===== src/otb_pkg.sv =====
// Shared types and constants for the octant triangle binner.
// No dependencies.
package otb_pkg;
  localparam int CoordBits = 32;
  localparam int InBits = 32;
  localparam int DBits = CoordBits + 4;
  localparam int SqBits = 2 * DBits + 2;

  typedef logic signed [CoordBits-1:0] coord_t;

  typedef enum logic [2:0] {
    RegMinX = 3'd0,
    RegMinY = 3'd1,
    RegMinZ = 3'd2,
    RegMaxX = 3'd3,
    RegMaxY = 3'd4,
    RegMaxZ = 3'd5
  } reg_idx_e;

  typedef enum logic [2:0] {
    StIdle,
    StLoad,
    StEval,
    StGrow,
    StOut
  } state_e;

  typedef struct packed {
    logic load_vtx;
    logic load_oct;
    logic clr_best;
    logic eval;
    logic grow;
  } cmd_t;

  function automatic coord_t wrap_in(input logic [InBits-1:0] raw);
    logic signed [InBits-1:0] s;
    s = raw;
    return coord_t'(s);
  endfunction
endpackage


===== src/otb_ctrl.sv =====
// Sequencer of the binner: start, octant load, eight-child sweep, grow, result.
// Depends on otb_pkg.
module otb_ctrl import otb_pkg::*; (
  input  logic       clk_i,
  input  logic       rst_ni,
  input  logic       in_valid_i,
  input  logic       action_i,
  output logic       in_ready_o,
  output logic       out_valid_o,
  input  logic       out_ready_i,
  output logic [2:0] child_sel_o,
  output cmd_t       cmd_o
);
  state_e state_q, state_d;
  logic [2:0] cnt_q, cnt_d;

  always_comb begin
    state_d = state_q;
    cnt_d = cnt_q;
    unique case (state_q)
      StIdle: begin
        if (in_valid_i) begin
          state_d = action_i ? StEval : StLoad;
          cnt_d = '0;
        end
      end
      StLoad: state_d = StIdle;
      StEval: begin
        cnt_d = cnt_q + 3'd1;
        if (cnt_q == 3'd7) state_d = StGrow;
      end
      StGrow: state_d = StOut;
      StOut: if (out_ready_i) state_d = StIdle;
      default: state_d = StIdle;
    endcase
  end

  always_comb begin
    cmd_o = '0;
    in_ready_o = 1'b0;
    out_valid_o = 1'b0;
    unique case (state_q)
      StIdle: begin
        in_ready_o = 1'b1;
        cmd_o.load_vtx = in_valid_i;
        cmd_o.clr_best = in_valid_i;
      end
      StLoad: cmd_o.load_oct = 1'b1;
      StEval: cmd_o.eval = 1'b1;
      StGrow: cmd_o.grow = 1'b1;
      StOut: out_valid_o = 1'b1;
      default: ;
    endcase
  end
  assign child_sel_o = cnt_q;

  always_ff @(posedge clk_i or negedge rst_ni) begin
    if (!rst_ni) begin
      state_q <= StIdle;
      cnt_q <= '0;
    end else begin
      state_q <= state_d;
      cnt_q <= cnt_d;
    end
  end

`ifndef SYNTH
  a_out_hold: assert property (@(posedge clk_i) disable iff (!rst_ni)
    out_valid_o && !out_ready_i |=> out_valid_o) else $error("result dropped");
  a_no_overlap: assert property (@(posedge clk_i) disable iff (!rst_ni)
    !(in_ready_o && out_valid_o)) else $error("input taken while busy");
  a_sweep: assert property (@(posedge clk_i) disable iff (!rst_ni)
    cmd_o.grow |-> $past(cmd_o.eval) && $past(child_sel_o) == 3'd7)
    else $error("grow without full sweep");
`endif
endmodule


===== config.mk =====
export PLATFORM = sky130hd
export DESIGN_NAME = otb_ctrl
export DESIGN_NICKNAME = d
export VERILOG_FILES = /design/src/otb_pkg.sv /design/src/otb_ctrl.sv
export SDC_FILE = /design/constraint.sdc
export NUM_CORES = 1
export LEC_CHECK = 0
export BUFFER_PORTS_ARGS = -buffer_cell sky130_fd_sc_hd__buf_4
export CAP_MARGIN = 20
export CELL_PAD_IN_SITES_DETAIL_PLACEMENT = 0
export CELL_PAD_IN_SITES_GLOBAL_PLACEMENT = 1
export CORE_AREA = 2 2 39 41
export CTS_CLUSTER_SIZE = 8
export DETAILED_ROUTE_END_ITERATION = 10
export DIE_AREA = 0 0 41 43
export PLACE_DENSITY_LB_ADDON = 0.12
export SYNTH_ARGS = -nofsm -noshare
export SYNTH_HDL_FRONTEND = slang
export SYNTH_SLANG_ARGS = --single-unit

===== constraint.sdc =====
create_clock -name clk_i -period 1.9 [get_ports clk_i]
set_input_delay 0.38 -clock clk_i [delete_from_list [all_inputs] [get_ports clk_i]]
set_output_delay 0.38 -clock clk_i [all_outputs]
set_load 0.05 [all_outputs]

* Word-level counts from Yosys, hierarchy flattened
Index checks and enable logic that the tools add are counted.
** Word-level totals
- Bits in registers :: 6
- Latch bits :: 0
- Memory bits (writable) :: 0
- ROM bits :: 0
- Input bits :: 5
- Output and inout bits :: 10
- Word-level logic and storage cells :: 28
- Memories :: 0
** Cells by class
- Add/sub/neg operators :: 1
- Multipliers :: 0
- Div/mod/pow operators :: 0
- Order comparisons :: 0
- Equality and inequality tests :: 8
- Shift operators :: 0
- Multiplexer cells :: 13
- Bitwise operators :: 0
- Reduce and logical (&&, ||, !) cells :: 4
** Operators with widths (count)
- $mux 3 :: 4
- $pmux 3 s4 :: 1
- $eq 3x2->1 const B :: 2
- $eq 3x3->1 const B :: 2
- $mux 1 :: 6
- $ne 2x2->1 const B :: 3
- $pmux 3 s2 :: 1
- $add 3x1->3 const B :: 1
- $eq 3x1->1 const B :: 1
- $logic_not 3->1 :: 1
- $reduce_and 3->1 :: 1
- $mux 2 :: 1
- $reduce_and 2->1 :: 1
- $reduce_bool 2->1 :: 1

* Depth between registers and ports, before layout
Gate-level depths: netlist of run 1.
- Word-level depth :: 3
- Mapped depth :: 4
- Depth with buffers taken out :: 4

* Worst setup path before layout of run 1
OpenSTA, ideal clock, no wires.
- Path kind :: register to output
- Start :: register state_q[1]
- End :: output cmd_o[4] (netlist name)
- Arrival :: 2.486 ns
- Data required time :: 1.520 ns
- Slack :: -0.966 ns
- Stages on the path, launching flop included :: 5
- Path buffers :: 2
- Cells stage by stage :: dfrtp_1 -> buf_2 -> nor3_1 -> and2_1 -> buf_4
** RTL lines
- from (decl) :: line otb_ctrl.sv:14 : state_e state_q, state_d;
- from (signal assigned) :: line otb_ctrl.sv:59 : state_q <= StIdle;
- from (signal assigned) :: line otb_ctrl.sv:62 : state_q <= state_d;
- to (decl) :: line otb_ctrl.sv:12 : output cmd_t cmd_o

==> results_dict.tcl, run 1 <==
set metrics [dict create \
    status "finished clean" \
    syn_inst 29 \
    pin_count 15 \
    antenna_found_initial 0 \
    grt_max_degree 10 \
    placed_area_um2 448 \
    path_class "flip-flop to primary output" \
    reg2reg_to "child_sel_o[0]$_DFFE_PN0P_" \
    die_area_um2 1760 \
    synthesis.area_um2 320 \
    reg2reg_depth 3 \
    max_slew_margin_pct 71.5 \
    grt_pass1_wl_mm 1.31 \
    yosys-top-cells-count "dfrtp_1 (6), nor3_1 (3)" \
    wirelength_um 780 \
    htreeDepth 1 \
    yosys_warnings 0 \
    ys_async_sr_fraction_pct 100 \
    yosysSeqAreaShare_pct 46.9 \
    max_freq_ghz 0.598 \
    period_needed_ns 1.67 \
    synth-seq-cells 6 \
    syn_avg_cell_area_um2 11.0 \
    place_congestion 0.617 \
    die_y_um 43 \
    finalNetCount 53 \
    row_count 14 \
    rsz0062_at_grt "no" \
    hold_viol 0 \
    cts_buffer_depth 2 \
    drcViolationCount 0 \
    hpwl_um 633 \
    drive_gt1_share_pct 61.4 \
    hold_end "state_q[2]$_DFFE_PN0P_" \
    tightest_slew_ns 0.422 \
    cts_resized 0 \
    min_path_cells 3 \
    drt_iter0_markers 0 \
    crit_path_start_kind "flip-flop" \
    core_area_um2 1380 \
    worstPathRequired_ns 1.52 \
    ant_nets 0 \
    die_w_um 41 \
    holdCritStartpoint "out_ready_i" \
    nFillCells 150 \
    worstPathMaxFanout 9 \
    overflow 0 \
    wl_per_cell_um 13.0 \
    via_per_inst 4.40 \
    grt_usage_pct 11.9 \
    yosysMostFrequentCell "dfrtp_1" \
    design_area_um2 480 \
    drt_pass1_iterations 1 \
    crit_arrival_ns 1.29 \
    synth_area_leaders "dfrtp_1 (47%), ha_1 (7.8%), a22o_2 (6.3%)" \
    final_max_slew_viol_count 0 \
    synth-edff-count 0 \
    regToRegSetupSlack_ns 0.67 \
    tritoncts "yes" \
    hold_class "input pin to flip-flop" \
    reg2reg_from "state_q[0]$_DFFE_PN0P_" \
    setup_slack_ns 0.228 \
    initial_core_util_pct 23.1 \
    via_count 264 \
    cts_setup_buffers 0 \
    synth_cell_types 18 \
    post-place-ws_ns 0.477 \
    clkTransAtPathRegs_ns 0.05 \
    synth.largest_area_cell "dfrtp_1" \
    min_period_over_period_pct 88.0 \
    synth.net_count 36 \
    netlist.area_leader.share_pct 46.9 \
    grt_pass1_vias 300 \
    worstSetupEndpointType "primary output" \
    port_buffers 14 \
    max_cap_violations 0 \
    synth_ff_type "dfrtp_1" \
    cts_buffers 3 \
    clk_latency_ns 0.24 \
    n_antenna_cell 0 \
    finClkSkew_ns 0.000244 \
    cts.sinks 6 \
    cts-root-buf "clkbuf_4" \
    finalSetupViolCount 0 \
    holdWs_ns 0.421 \
    syn_to_final_growth_pct 50.0 \
]
-- per-layer routing --
metal / wire length, um / up-vias / global-route usage (%)
met2: 433 / 8 / 17.2
met3: 46 / 2 / 3.14
li1: - / 131 / -
met1: 290 / 123 / 13.6
met5: 0 / - / 0
met4: 10 / 0 / 10.0
-- critical path, stage by stage, from the launching register on --
cell and delay, ns:
dfrtp_1 0.49, nor3_4 0.21, and2_2 0.17, buf_4 0.19
-- layout by cell type (no fill, tap or decap), drive strengths merged --
| cell type | n |
|---|---|
| o21ai | 1 |
| nor3 | 3 |
| mux2 | 1 |
| a21o | 1 |
| a22o | 2 |
| ha | 2 |
| buf | 14 |
| clkbuf | 3 |
| nor2 | 2 |
| and3b | 1 |
| a21oi | 1 |
| and2 | 2 |
| a22oi | 1 |
| dlygate4sd3 | 1 |
| nor3b | 2 |
| dfrtp | 6 |
| inv | 1 |
-- worst max path at each step --
stage / startpoint / depth (start not counted) / to / slack [ns]
finish: state_q[1]$_DFFE_PN0P_ / 3 / cmd_o[2] / 0.23
global route: state_q[1]$_DFFE_PN0P_ / 3 / cmd_o[4] / 0.15
CTS: state_q[1]$_DFFE_PN0P_ / 3 / cmd_o[2] / 0.21
detailed placement: state_q[1]$_DFFE_PN0P_ / 3 / cmd_o[2] / 0.48
global placement: state_q[0]$_DFFE_PN0P_ / 3 / cmd_o[2] / 0.50
floorplan: state_q[1]$_DFFE_PN0P_ / 4 / cmd_o[4] / -0.13
-- final cells by class --
cell class	instances	area [um^2]	share of cell area [%]
multi-input cells	19	169	35.2
flip-flops and latches	6	150	31.2
inverters	1	3.75	0.781
repair buffers	15	115	24.0
well taps	16	20.0	4.17
clock buffers	3	22.5	4.69
-- through the flow --
step / cells / utilization [%] / TNS [ns]
final: 60 / 34.7 / 0
after global routing: 60 / 34.7 / 0
after CTS: 60 / 34.7 / 0
after detailed placement: 56 / 32.4 / 0
after global placement: 56 / 32.4 / 0
after floorplan: 29 / - / -0.128
-- what timing repair did --
action | 4_1_cts | 5_1_grt
endpoints found under the hold margin | 6 | 0
endpoints found under the setup margin | 0 | 0
hold buffers | 1 | 0
-- flip-flops by register name (all words and copies together), names as in the netlist --
signal / count
state_q: 3
child_sel_o: 3
-- cell families (layout without fill, tap and decap cells) --
family	Yosys count	in the layout	synth area share, %
and+or+nand+nor	10	10	20.3
DFF	6	6	46.9
buffers and inverters	4	19	7.42
AOI/OAI and AO/OA	6	6	14.1
muxes	1	1	3.52
adders and majority gates	2	2	7.81
Power of run 1 is not shown: default switching activity piles up to over one toggle a cycle in this logic, so the estimate is an artifact.
==> run 2: changes to the inputs <==
==> constraint.sdc (replaced) <==
create_clock -name clk_i -period 1.9 [get_ports clk_i]
set_input_delay 0.095 -clock clk_i [delete_from_list [all_inputs] [get_ports clk_i]]
set_output_delay 0.095 -clock clk_i [all_outputs]
set_load 0.05 [all_outputs]
==> run 2 against run 1 <==
Effect of this change: hold slack worse by 0.30 ns; sequential cell count unchanged; first-iteration DRC count grew 4; setup slack improved by 0.29 ns; clock skew up 0.0010 ns.
==> results_dict.tcl, run 2 (synthesized netlist as in run 1, its figures left out) <==
set metrics [dict create \
    reg2reg_from "state_q[0]$_DFFE_PN0P_" \
    final_common_cell "buf_4" \
    wl_per_cell_um 11.4 \
    hold_class "input pin to flip-flop" \
    drt_iter0_markers 4 \
    worstPathMaxFanout 9 \
    crit_arrival_ns 1.29 \
    worstSetupEndpointType "primary output" \
    reg2reg_to "child_sel_o[0]$_DFFE_PN0P_" \
    ant_nets 0 \
    post-place-ws_ns 0.674 \
    place_congestion 0.614 \
    initial_core_util_pct 23.1 \
    grt_pass1_vias 267 \
    hold_end "state_q[2]$_DFFE_PN0P_" \
    min_period_over_period_pct 72.8 \
    syn_to_final_growth_pct 48.0 \
    final_max_slew_viol_count 0 \
    grt_max_degree 10 \
    via_count 269 \
    via_per_inst 4.48 \
    htreeDepth 1 \
    hold_viol 0 \
    finClkSkew_ns 0.00128 \
    finalSetupViolCount 0 \
    setup_slack_ns 0.517 \
    clk_latency_ns 0.24 \
    crit_path_start_kind "flip-flop" \
    drt_pass1_iterations 4 \
    cts_buffers 3 \
    holdCritStartpoint "out_ready_i" \
    worstPathRequired_ns 1.80 \
    status "finished clean" \
    grt_usage_pct 10.2 \
    overflow 0 \
    wirelength_um 684 \
    die_w_um 41 \
    max_cap_violations 0 \
    die_area_um2 1760 \
    core_area_um2 1380 \
    drcViolationCount 0 \
    tritoncts "yes" \
    period_needed_ns 1.38 \
    reg2reg_depth 3 \
    path_class "flip-flop to primary output" \
    tightest_slew_ns 0.376 \
    cts-root-buf "clkbuf_4" \
    row_count 14 \
    drive_gt1_share_pct 56.8 \
    cts_resized 0 \
    layout_common_cells "buf_4 (14), dfrtp_1 (6), clkbuf_4 (3)" \
    port_buffers 14 \
    final_util_pct 34.3 \
    n_antenna_cell 0 \
    finalNetCount 53 \
    crit_start "state_q[1]$_DFFE_PN0P_" \
    rsz0062_at_grt "no" \
    cts_buffer_depth 2 \
    pin_count 15 \
    grt_pass1_wl_mm 1.12 \
    min_path_cells 3 \
    regToRegSetupSlack_ns 0.69 \
    finalSetupTns_ns 0 \
    clkTransAtPathRegs_ns 0.04 \
    max_freq_ghz 0.723 \
    antenna_found_initial 0 \
    die_y_um 43 \
    max_slew_margin_pct 74.7 \
    cts.sinks 6 \
]
==> run 2: cell counts in the layout (fill, tap and decap cells not counted) <==
No cell type changed its count.
==> run 2: worst max path at each step <==
stage | cells past startpoint | end
6_report | 3 | cmd_o[2]
5_1_grt | 3 | cmd_o[4]
4_1_cts | 3 | cmd_o[2]
3_5_place_dp | 3 | child_sel_o[0]$_DFFE_PN0P_
3_3_place_gp | 3 | child_sel_o[0]$_DFFE_PN0P_
2_1_floorplan | 4 | cmd_o[4]
==> run 2: what timing repair did <==
action / in CTS / in global routing
hold buffers: 1 / 0
setup endpoints to repair: 0 / 0
buffers inserted: 0 / 0
endpoints found under the hold margin: 6 / 0
==> run 2: worst max-delay path, cell delays in order (launching register included) <==
cell and delay, ns:
dfrtp_1 0.48, nor3_4 0.20, and2_1 0.16, buf_4 0.20
==> run 2: metrics by stage <==
| stage | cell area (um^2) | std cells | hold slack, ns |
|---|---|---|---|
| after floorplan | 337 | 29 | -0.201 |
| after global placement | 442 | 56 | -0.0936 |
| after detailed placement | 442 | 56 | -0.0928 |
| after CTS | 474 | 60 | 0.118 |
| after global routing | 474 | 60 | 0.121 |
| final | 474 | 60 | 0.121 |
==> run 2: layer usage <==
metal  routed length (um)  global-route usage [%]
met2                  355                    15.6
met3                   65                    7.85
met1                  263                    9.90
met5                    0                       0
met4                    0                    4.00
==> run 2: layout make-up <==
| class | count | area, um^2 |
|---|---|---|
| Tap cell | 16 | 20.0 |
| Sequential cell | 6 | 150 |
| Clock buffer | 3 | 22.5 |
| Multi-Input combinational cell | 19 | 163 |
| Timing Repair Buffer | 15 | 115 |
| Inverter | 1 | 3.75 |
| Fill cell | 156 | 910 |
Power of run 2 is left out for the same reason.
==> run 3: changes to the inputs <==
--- a/config.mk
+++ b/config.mk
@@ -5,14 +5,14 @@
 export SDC_FILE = /design/constraint.sdc
 export NUM_CORES = 1
 export LEC_CHECK = 0
+export ABC_AREA = 1
 export BUFFER_PORTS_ARGS = -buffer_cell sky130_fd_sc_hd__buf_4
 export CAP_MARGIN = 20
 export CELL_PAD_IN_SITES_DETAIL_PLACEMENT = 0
 export CELL_PAD_IN_SITES_GLOBAL_PLACEMENT = 1
-export CORE_AREA = 2 2 39 41
+export CORE_UTILIZATION = 28
 export CTS_CLUSTER_SIZE = 8
 export DETAILED_ROUTE_END_ITERATION = 10
-export DIE_AREA = 0 0 41 43
 export PLACE_DENSITY_LB_ADDON = 0.12
 export SYNTH_ARGS = -nofsm -noshare
 export SYNTH_HDL_FRONTEND = slang
==> constraint.sdc (replaced) <==
create_clock -name clk_i -period 1.24 [get_ports clk_i]
set_input_delay 0.062 -clock clk_i [delete_from_list [all_inputs] [get_ports clk_i]]
set_output_delay 0.062 -clock clk_i [all_outputs]
set_load 0.05 [all_outputs]
==> run 3 against run 2 <==
Effect of this change: hold slack worse by 0.0085 ns; global-route usage up 2.6 points; synthesized area rose by 20%; routed wire length up 40%; highest routed layer unchanged; the flow now finishes with violations (setup timing); synthesized cell count rose by 62%; first-iteration DRC count grew to 2.5 times the previous value.
==> results_dict.tcl, run 3 <==
set metrics [dict create \
    initial_core_util_pct 32.3 \
    ant_nets 0 \
    cp_num_buf_inv 3 \
    antenna_found_initial 0 \
    max_freq_ghz 0.787 \
    critical_path.max_stage_delay_ns 0.45 \
    hold_viol 0 \
    finalNetCount 83 \
    synth-seq-cells 6 \
    clkTransAtPathRegs_ns 0.05 \
    status "finished with violations" \
    wirelength_um 956 \
    synth_cell_types 17 \
    yosysSeqAreaShare_pct 39.2 \
    power.leakage_nw 0.370 \
    final_common_cell "buf_4" \
    min_period_over_period_pct 103 \
    reg2reg_to "child_sel_o[0]$_DFFE_PN0P_" \
    synth-edff-count 0 \
    reg2reg_from "state_q[1]$_DFFE_PN0P_" \
    max_slew_margin_pct 89.6 \
    regToRegSetupSlack_ns 0.02 \
    syn_to_final_growth_pct 83.3 \
    crit_arrival_ns 1.21 \
    reg2reg_depth 7 \
    die_w_um 39.0 \
    hpwl_um 595 \
    ir_drop_mv 1.45 \
    via_per_inst 4.45 \
    crit_family "flip-flops" \
    crit_cells 5 \
    setup_slack_ns -0.0313 \
    final_max_slew_viol_count 0 \
    worstSetupEndpointType "primary output" \
    clk_latency_ns 0.24 \
    holdWs_ns 0.113 \
    wl_per_cell_um 10.7 \
    drive_gt1_share_pct 66.7 \
    netlist.area_leader.share_pct 39.2 \
    tritoncts "yes" \
    core_area_um2 1190 \
    synth.net_count 54 \
    die_area_um2 1520 \
    finalSetupViolCount 4 \
    period_needed_ns 1.27 \
    finClkSkew_ns 0.00953 \
    hold_class "input pin to flip-flop" \
    n_antenna_cell 0 \
    grt_max_degree 7 \
    yosys-top-cells-count "nand2_1 (8), inv_1 (7), dfrtp_1 (6), nand3_1 (6)" \
    path_class "flip-flop to primary output" \
    finalSetupTns_ns -0.0960 \
    drt_pass1_iterations 4 \
    layout_common_cells "buf_4 (17), nand3_1 (6), nand2_1 (6)" \
    overflow 0 \
    yosysMostFrequentCell "nand2_1" \
    yosys_warnings 0 \
    syn_inst 47 \
    htreeDepth 1 \
    nFillCells 112 \
    grt_pass1_vias 326 \
    cts_buffer_depth 2 \
    grt_pass1_wl_mm 1.30 \
    rsz0062_at_grt "yes" \
    path_cells "nor2_4, buf_6, nand2_4, inv_2, buf_8" \
    worstPathMaxFanout 4 \
    crit_path_start_kind "flip-flop" \
    port_buffers 14 \
    syn_avg_cell_area_um2 8.15 \
    drcViolationCount 0 \
    row_count 12 \
    synthesis.area_um2 383 \
    pin_count 15 \
    synth.largest_area_cell "dfrtp_1" \
    crit_start "state_q[0]$_DFFE_PN0P_" \
    worstPathRequired_ns 1.18 \
    max_cap_violations 0 \
    cp_slowest_cell "dfrtp_2" \
    pwr_density_cell_nw_per_um2 3180 \
    cts_buffers 3 \
    via_count 396 \
    power_mw 2.24 \
    tightest_slew_ns 0.154 \
    cp-endpoint "in_ready_o" \
    synth_area_leaders "dfrtp_1 (39%), nand3_1 (7.8%), nand3_2 (7.8%)" \
    violations "setup timing" \
    grt_usage_pct 12.8 \
    drt_iter0_markers 10 \
    cts-root-buf "clkbuf_4" \
    ys_async_sr_fraction_pct 100 \
    cts.sinks 6 \
    synth_ff_type "dfrtp_1" \
    place_congestion 0.713 \
    die_y_um 39.0 \
]
==> run 3: stage by stage <==
stage                     utilization, %  std cells  instance area (um^2)  worst slack (ns)
after detailed placement            43.8         74                   519             0.110
after global routing                59.2         89                   702           -0.0654
after floorplan                        -         47                   408           0.00429
final                               59.2         89                   702           -0.0313
after global placement              43.8         74                   519             0.117
after CTS                           54.6         84                   648           -0.0213
==> run 3: worst min-delay path, delay by kind of cell <==
family / cells / cell delay [ns]
buffers and inverters: 2 / 0.11
and+or+nand+nor: 2 / 0.13
==> run 3: power breakdown <==
group	total [mW]	internal [mW]	switching, mW
clock network	0.191	0.122	0.0694
registers	0.403	0.288	0.115
logic	1.64	0.695	0.946
total	2.24	1.10	1.13
==> run 3: layout make-up <==
| class | instances | area, um^2 | area share (%) |
|---|---|---|---|
| Multi-Input combinational cell | 28 | 208 | 29.6 |
| Clock buffer | 4 | 26.3 | 3.74 |
| Timing Repair Buffer | 26 | 246 | 35.1 |
| Tap cell | 14 | 17.5 | 2.50 |
| Sequential cell | 6 | 156 | 22.3 |
| Inverter | 11 | 47.5 | 6.77 |
==> run 3: metal layers <==
metal / vias to the layer above / share of wire [%] / global-route usage (%)
met4: 0 / 0 / 2.59
li1: 201 / - / -
met1: 180 / 43 / 16.5
met5: - / 0 / 0
met2: 15 / 52 / 21.3
met3: 0 / 4.9 / 3.47
==> run 3: logic make-up (layout without fill, tap and decap cells) <==
family | Yosys count | count (layout) | share of synthesized area (%)
flip-flops | 6 | 6 | 39.2
AO/OA/AOI/OAI | 3 | 3 | 4.57
buffers and inverters | 13 | 41 | 15.0
AND/OR/NAND/NOR | 23 | 23 | 34.6
adder cells (fa/ha/maj) | 2 | 2 | 6.53
==> run 3: what timing repair did <==
action / in CTS / in global routing
setup buffers: 5 / 5
endpoints found under the hold margin: 6 / 0
endpoints found under the setup margin: 5 / 7
hold buffers: 1 / 0
pin swaps: 2 / 3
gates resized for setup: 17 / 6
==> run 3: worst min-delay path by stage <==
stage / end / from / slack [ns] / depth (start not counted)
global route: state_q[2]$_DFFE_PN0P_ / out_ready_i / 0.13 / 4
finish: state_q[2]$_DFFE_PN0P_ / out_ready_i / 0.11 / 4
floorplan: child_sel_o[0]$_DFFE_PN0P_ / rst_ni / -0.23 / 0
global placement: child_sel_o[2]$_DFFE_PN0P_ / rst_ni / -0.13 / 1
detailed placement: child_sel_o[2]$_DFFE_PN0P_ / rst_ni / -0.13 / 1
CTS: state_q[2]$_DFFE_PN0P_ / out_ready_i / 0.11 / 4
Note: power is estimated with default switching activity, not from simulation.
